`src/rtl/i2cmbs_pkg.sv`:
```
// ----------------------------------------------------------------------------
// I2C master bit sequencer package
// Command codes, field widths and register defaults shared by the sequencer.
// ----------------------------------------------------------------------------
package i2cmbs_pkg;

    localparam int UNIT_W     = 16;
    localparam int BYTE_W     = 8;
    localparam int STEP_W     = 5;
    localparam int IN_DATA_W  = 16;
    localparam int OUT_DATA_W = 16;

    localparam logic [UNIT_W-1:0] UNIT_TICKS_RST = 16'd72;

    // delay units at which the longer commands reach their last phases
    localparam logic [STEP_W-1:0] WR_STEP_RELEASE = 5'd24;
    localparam logic [STEP_W-1:0] WR_STEP_DONE    = 5'd25;
    localparam logic [STEP_W-1:0] RD_STEP_DONE    = 5'd16;

    typedef enum logic [2:0] {
        CMD_NONE  = 3'd0,
        CMD_START = 3'd1,
        CMD_STOP  = 3'd2,
        CMD_WRITE = 3'd3,
        CMD_READ  = 3'd4,
        CMD_WACK  = 3'd5,
        CMD_ACK   = 3'd6,
        CMD_NACK  = 3'd7
    } cmd_t;

    // position of a delay unit within a write bit slot
    typedef enum logic [1:0] {
        SLOT_DATA = 2'd0,
        SLOT_HIGH = 2'd1,
        SLOT_LOW  = 2'd2
    } slot_t;

endpackage

```
`src/rtl/i2c_master_bit_sequencer_unit.sv`:
```
// Path: an input transaction is held in the input register, then its result in the result register.
// Throughput: one transaction per cycle while the master side does not stall, set by the
// single-pass update of the sequencer state between the input register and the result register.
// Reset: asynchronous, active low; bus released (SCL 1, SDA 1), sequencer idle,
// unit_ticks back to 72.
// ----------------------------------------------------------------------------
// I2C master bit sequencer
// Steps SCL and open-drain SDA through start, stop, byte and ack phases, one
// clock tick per input transaction, with a configurable delay unit length.
// ----------------------------------------------------------------------------
module i2c_master_bit_sequencer_unit (
    input  logic                                clk,
    input  logic                                rst_n,
    input  logic                                cfg_wr_en,
    input  logic [i2cmbs_pkg::UNIT_W-1:0]       cfg_wr_data,
    input  logic                                s_tvalid,
    output logic                                s_tready,
    // [2:0] action, [10:3] byte_in, [11] sda_in, [15:12] zero
    input  logic [i2cmbs_pkg::IN_DATA_W-1:0]    s_tdata,
    output logic                                m_tvalid,
    input  logic                                m_tready,
    // [0] scl_out, [1] sda_out, [2] busy_res, [3] done_res, [11:4] read_data,
    // [12] nack_seen, [15:13] zero
    output logic [i2cmbs_pkg::OUT_DATA_W-1:0]   m_tdata
);
    import i2cmbs_pkg::*;

    logic                  in_valid_reg;
    logic [IN_DATA_W-1:0]  in_data_reg;
    logic                  m_tvalid_reg;
    logic                  m_tvalid_next;
    logic [OUT_DATA_W-1:0] m_tdata_reg;
    logic [OUT_DATA_W-1:0] m_tdata_next;
    logic                  advance;

    logic [UNIT_W-1:0]     unit_ticks_reg;
    cmd_t                  cmd_reg,   cmd_next;
    logic [STEP_W-1:0]     step_reg,  step_next;
    slot_t                 slot_reg,  slot_next;
    logic [UNIT_W-1:0]     tick_reg,  tick_next;
    logic [BYTE_W-1:0]     shift_reg, shift_next;
    logic                  scl_reg,   scl_next;
    logic                  sda_reg,   sda_next;
    logic [BYTE_W-1:0]     rdata_reg, rdata_next;
    logic                  nack_reg,  nack_next;

    logic [2:0]            action;
    logic [BYTE_W-1:0]     byte_in;
    logic                  sda_in;
    logic [UNIT_W-1:0]     limit;
    logic [UNIT_W-1:0]     tick_inc;
    logic [STEP_W-1:0]     k;
    logic                  fin;
    logic                  done;

    assign action  = in_data_reg[2:0];
    assign byte_in = in_data_reg[10:3];
    assign sda_in  = in_data_reg[11];

    assign advance  = in_valid_reg && (!m_tvalid_reg || m_tready);
    assign s_tready = !in_valid_reg || advance;
    assign m_tvalid = m_tvalid_reg;
    assign m_tdata  = m_tdata_reg;

    always_comb
    begin
        cmd_next   = cmd_reg;
        step_next  = step_reg;
        slot_next  = slot_reg;
        tick_next  = tick_reg;
        shift_next = shift_reg;
        scl_next   = scl_reg;
        sda_next   = sda_reg;
        rdata_next = rdata_reg;
        nack_next  = nack_reg;
        done       = 1'b0;
        fin        = 1'b0;
        limit      = (unit_ticks_reg == '0) ? UNIT_W'(1) : unit_ticks_reg;
        tick_inc   = tick_reg + UNIT_W'(1);
        k          = step_reg + STEP_W'(1);

        if (cmd_reg != CMD_NONE)
        begin
            if (tick_inc >= limit)
            begin
                tick_next = '0;
                step_next = k;
                case (slot_reg)
                    SLOT_DATA: slot_next = SLOT_HIGH;
                    SLOT_HIGH: slot_next = SLOT_LOW;
                    default:   slot_next = SLOT_DATA;
                endcase
                case (cmd_reg)
                    CMD_START:
                    begin
                        if (k == STEP_W'(1))
                            sda_next = 1'b0;
                        else
                            fin = 1'b1;
                    end
                    CMD_STOP:
                    begin
                        sda_next = 1'b1;
                        fin      = 1'b1;
                    end
                    CMD_WRITE:
                    begin
                        if (k >= WR_STEP_DONE)
                            fin = 1'b1;
                        else if (k == WR_STEP_RELEASE)
                            sda_next = 1'b1;
                        else if (slot_next == SLOT_HIGH)
                            scl_next = 1'b1;
                        else if (slot_next == SLOT_LOW)
                        begin
                            scl_next   = 1'b0;
                            shift_next = {shift_reg[BYTE_W-2:0], 1'b0};
                        end
                        else
                            sda_next = shift_reg[BYTE_W-1];
                    end
                    CMD_READ:
                    begin
                        if (k[0])
                        begin
                            shift_next = {shift_reg[BYTE_W-2:0], sda_in};
                            scl_next   = 1'b0;
                        end
                        else if (k < RD_STEP_DONE)
                            scl_next = 1'b1;
                        else
                        begin
                            rdata_next = shift_reg;
                            fin        = 1'b1;
                        end
                    end
                    CMD_WACK, CMD_ACK, CMD_NACK:
                    begin
                        if (k == STEP_W'(1))
                            scl_next = 1'b1;
                        else if (k == STEP_W'(2))
                        begin
                            if (cmd_reg == CMD_WACK)
                                nack_next = sda_in;
                            scl_next = 1'b0;
                        end
                        else
                        begin
                            if (cmd_reg == CMD_ACK)
                                sda_next = 1'b1;
                            fin = 1'b1;
                        end
                    end
                    default:
                        fin = 1'b1;
                endcase
                if (fin)
                begin
                    cmd_next  = CMD_NONE;
                    step_next = '0;
                    done      = 1'b1;
                end
            end
            else
                tick_next = tick_inc;
        end
        else if (action != CMD_NONE)
        begin
            cmd_next  = cmd_t'(action);
            step_next = '0;
            slot_next = SLOT_DATA;
            tick_next = '0;
            case (cmd_t'(action))
                CMD_START:
                begin
                    sda_next = 1'b1;
                    scl_next = 1'b1;
                end
                CMD_STOP:
                begin
                    sda_next = 1'b0;
                    scl_next = 1'b1;
                end
                CMD_WRITE:
                begin
                    shift_next = byte_in;
                    scl_next   = 1'b0;
                    sda_next   = byte_in[BYTE_W-1];
                end
                CMD_READ:
                begin
                    shift_next = '0;
                    scl_next   = 1'b1;
                end
                CMD_ACK:
                    sda_next = 1'b0;
                default:
                    sda_next = 1'b1;
            endcase
        end

        m_tdata_next = {3'b000, nack_next, rdata_next, done,
                        (cmd_next != CMD_NONE), sda_next, scl_next};
    end

    always_comb
    begin
        if (advance)
            m_tvalid_next = 1'b1;
        else if (m_tready)
            m_tvalid_next = 1'b0;
        else
            m_tvalid_next = m_tvalid_reg;
    end

    always_ff @(posedge clk or negedge rst_n)
    begin
        if (!rst_n)
        begin
            in_valid_reg   <= 1'b0;
            m_tvalid_reg   <= 1'b0;
            unit_ticks_reg <= UNIT_TICKS_RST;
            cmd_reg        <= CMD_NONE;
            step_reg       <= '0;
            slot_reg       <= SLOT_DATA;
            tick_reg       <= '0;
            shift_reg      <= '0;
            scl_reg        <= 1'b1;
            sda_reg        <= 1'b1;
            rdata_reg      <= '0;
            nack_reg       <= 1'b0;
        end
        else
        begin
            if (s_tready)
                in_valid_reg <= s_tvalid;
            m_tvalid_reg <= m_tvalid_next;
            if (cfg_wr_en)
                unit_ticks_reg <= cfg_wr_data;
            if (advance)
            begin
                cmd_reg   <= cmd_next;
                step_reg  <= step_next;
                slot_reg  <= slot_next;
                tick_reg  <= tick_next;
                shift_reg <= shift_next;
                scl_reg   <= scl_next;
                sda_reg   <= sda_next;
                rdata_reg <= rdata_next;
                nack_reg  <= nack_next;
            end
        end
    end

    always_ff @(posedge clk)
    begin
        if (s_tready && s_tvalid)
            in_data_reg <= s_tdata;
        if (advance)
            m_tdata_reg <= m_tdata_next;
    end

endmodule

```
`config.mk`:
```
export PLATFORM = sky130hd
export DESIGN_NAME = i2c_master_bit_sequencer_unit
export DESIGN_NICKNAME = d
export VERILOG_FILES = /design/src/rtl/i2cmbs_pkg.sv /design/src/rtl/i2c_master_bit_sequencer_unit.sv
export SDC_FILE = /design/constraint.sdc
export NUM_CORES = 1
export LEC_CHECK = 0
export BUFFER_PORTS_ARGS = -buffer_cell sky130_fd_sc_hd__buf_4
export CORE_ASPECT_RATIO = 0.75
export CORE_MARGIN = 2
export CORE_UTILIZATION = 63
export DETAILED_ROUTE_END_ITERATION = 10
export GPL_TIMING_DRIVEN = 0
export PLACE_DENSITY = 0.85
export SYNTH_ARGS = -nofsm -noshare
export SYNTH_HDL_FRONTEND = slang
export SYNTH_SLANG_ARGS = --single-unit
```
`constraint.sdc`:
```
create_clock -name clk -period 6.4 [get_ports clk]
set_input_delay 1.28 -clock clk [delete_from_list [all_inputs] [get_ports clk]]
set_output_delay 1.28 -clock clk [all_outputs]
set_load 0.005 [all_outputs]
```
==> flow_summary_export.csv <==
group,metric,value,unit
outcome,status,"finished, final reports clean",
grt,grt_pass1_vias,3818,
timing,finalClockSkew,0.0115,ns
synthesis,synth_xor_area_share,3.03,%
clock_tree,cts.repair.resized,0,
synthesis,synthTopCellsByCount,"dfrtp_1 (59), nand2_1 (33), mux2_2 (27)",
synthesis,synth_area,4880,um^2
timing,grt_setup_unrepaired,"false",
cells_and_area,multi_input_area,2310,um^2
power,power,1.61,mW
placed_design,place_congestion,0.936,
min_path,min-delay-start,"tick_reg[14]",
floorplan,core.rowCount,27,
min_path,hold_class,"reg -> reg",
timing,final_hold_viol_count,0,
synthesis,synth_compound_area_share,17.5,%
floorplan,initial_core_util,65.7,%
synthesis,yosysTopAreaCell,"dfrtp_1",
synthesis,syn-instance-count,453,
timing,relSlewSlack,45.8,%
synthesis,netlist_top_cells_area,"dfrtp_1 (30%), edfxtp_1 (15%), mux2_2 (6.2%), ha_1 (5.4%), nand2_1 (2.5%)",
clock_tree,clock-sinks,88,
drt,vias,3898,
synthesis,synthAdderAreaFrac,5.38,%
grt,grt_max_degree,64,
placed_design,dp_hpwl,7670,um
power,power_density,289,nW/um^2
synthesis,synth_area_per_cell,10.8,um^2
setup_path,critPathCaptureType,"register",
synthesis,synthFlopType,"dfrtp_1",
grt,grt-ovfl-total,0,
synthesis,synth_mux_area_share,6.87,%
timing,fin_crit,4.07,ns
floorplan,die_area,8470,um^2
synthesis,synth_edf_count,25,
timing,worstMarginPinSlew,0.812,ns
grt,grt_first_pass_wirelength,18100,um
floorplan,core_area,7430,um^2
synthesis,async_reset_ff_share,71.6,%
power,leakagePower,2.48,nW
drt,drtIter0Drc,279,
setup_path,cp_max_fo,10,
run,max_cap_violations,0,
synthesis,yosys_warnings,0,
setup_path,crit_type,"reg -> reg",
drt,vias_per_cell,6.30,
setup_path,crit-reg2reg-launch,"tick_reg[0]",
grt,antenna_found_initial,0,
power,vdd_drop_max,0.172,mV
synthesis,synth_top_family_by_area,"compound AO/OA/AOI/OAI gates",
floorplan,die_w,106,um
drt,ant_nets,0,
placed_design,placed_cell_area,5370,um^2
cells_and_area,drive_gt1_share,24.3,%
setup_path,reg2reg_depth,15,
clock_tree,cts_tree,"built",
cells_and_area,nNetsFinal,571,
setup_path,critPathLaunchType,"register",
setup_path,r2r-end,"m_tdata[0]",
synthesis,yosys.area.top_type_share,30.3,%
clock_tree,cts_made_buffers,9,
clock_tree,cts_hold_buffers,0,
drt,routedWlPerCell,17.8,um
synthesis,ys_types,63,
setup_path,rrSetupSlack,2.33,ns
synthesis,ys_ff_latch,88,
timing,setup_viol,0,
clock_tree,cts_max_level,3,
cells_and_area,design_area,5580,um^2
min_path,whs_path_depth,1,
setup_path,critical_path_arrival,4.21,ns
synthesis,synth-simple-area-share,14.3,%
timing,maxSlewViolCount,0,
clock_tree,root_buffer,"clkbuf_8",
synthesis,synth_most_common_cell,"dfrtp_1",
timing,tns,0,ns
setup_path,worstPathRequired,6.54,ns
timing,fmaxAchievable,246,MHz
cells_and_area,area_growth,14.3,%
cells_and_area,n_antenna_cell,0,
drt,drc_errors,0,
drt,firstDrtPassIters,5,
drt,drt-total-wl,11000,um
clock_tree,clkLatencyLatePin,0.37,ns
floorplan,die_h,80.2,um
timing,whs,0.500,ns
cells_and_area,fillCellCount,499,
cells_and_area,final_core_util,75.0,%
synthesis,yosysSeqAreaShare,47.8,%
clock_tree,clk_path_buf_depth,2,
grt,grtUsageTotal,27.6,%
clock_tree,cts_setup_buffers,0,
placed_design,io_buffers,47,
min_path,min_to,"tick_reg[14]",
cells_and_area,regArea,2330,um^2
floorplan,io_pins,55,
timing,period_share,63.6,%
clock_tree,clk_pin_slew_worst_paths,0.10,ns
metrics by stage:
stage               cells  worst slack, ns
finish                619             2.33
global route          619             1.94
CTS                   619             2.36
detailed placement    603             2.44
global placement      603             2.51
floorplan             455             3.03
cell families after synthesis:
| group | after synthesis |
|---|---|
| xor+xnor | 16 |
| buf+inv | 55 |
| fa+ha+maj | 21 |
| flops | 88 |
| simple gates | 131 |
| other cells | 1 |
| compound gates | 111 |
| mux | 30 |
worst max path at each step:
| stage | to | cells past startpoint | slack (ns) | start |
|---|---|---|---|---|
| after floorplan | shift_reg[0] | 14 | 3.03 | tick_reg[0] |
| after global placement | shift_reg[3] | 14 | 2.51 | tick_reg[0] |
| after detailed placement | shift_reg[3] | 14 | 2.44 | tick_reg[0] |
| after CTS | m_tdata[0] | 15 | 2.36 | tick_reg[0] |
| after global routing | m_tdata[0] | 15 | 1.94 | tick_reg[0] |
| final | m_tdata[0] | 15 | 2.33 | tick_reg[0] |
layer usage:
metal  up-vias  wire length [um]  GRT usage [%]
met2       175              5250           45.5
met1      1903              4630           35.9
met4         0               170           9.47
met3        23               950           6.90
met5         -                 0              0
li1       1797                 -              -
layout by cell type (no fill, tap or decap), types with 10 or more instances in the layout:
cell      count
buf_2        14
inv_1        26
nand2_1      33
clkbuf_8     10
nor2_1       22
nand3_1      18
buf_4        51
a32o_1       12
a22o_1       12
xnor2_1      10
a31oi_1      16
edfxtp_1     25
dfrtp_1      59
mux2_2       27
o21ai_0      21
a21oi_1      13
ha_1         21
cell type report:
class	instances	area share, %
buffer	28	2.60
sequential	88	41.8
clock inverter	6	1.30
clock buffer	10	2.47
inverter	27	1.82
timing repair buffer	47	6.33
tap	101	2.27
multi-input combinational	312	41.4
power breakdown:
group	internal (mW)	leakage (nW)	total, mW	switching, mW
combinational	0.205	1.33	0.497	0.292
clock	0.197	0.110	0.414	0.216
sequential	0.642	1.04	0.698	0.0562
worst max-delay path, cell delays in order, from the launching register on:
cell and delay (ns):
dfrtp_1 0.44, ha_1 0.26, and3_1 0.23, and3_1 0.23, nand2_1 0.12, nor2_1 0.15, xnor2_1 0.19, ha_1 0.30
o21ai_0 0.23, nor2_1 0.10, nor4_1 0.59, a21o_1 0.21, buf_2 0.19, buf_2 0.27, o211ai_1 0.15, o311ai_0 0.17
(Power assumes the default switching activity.)
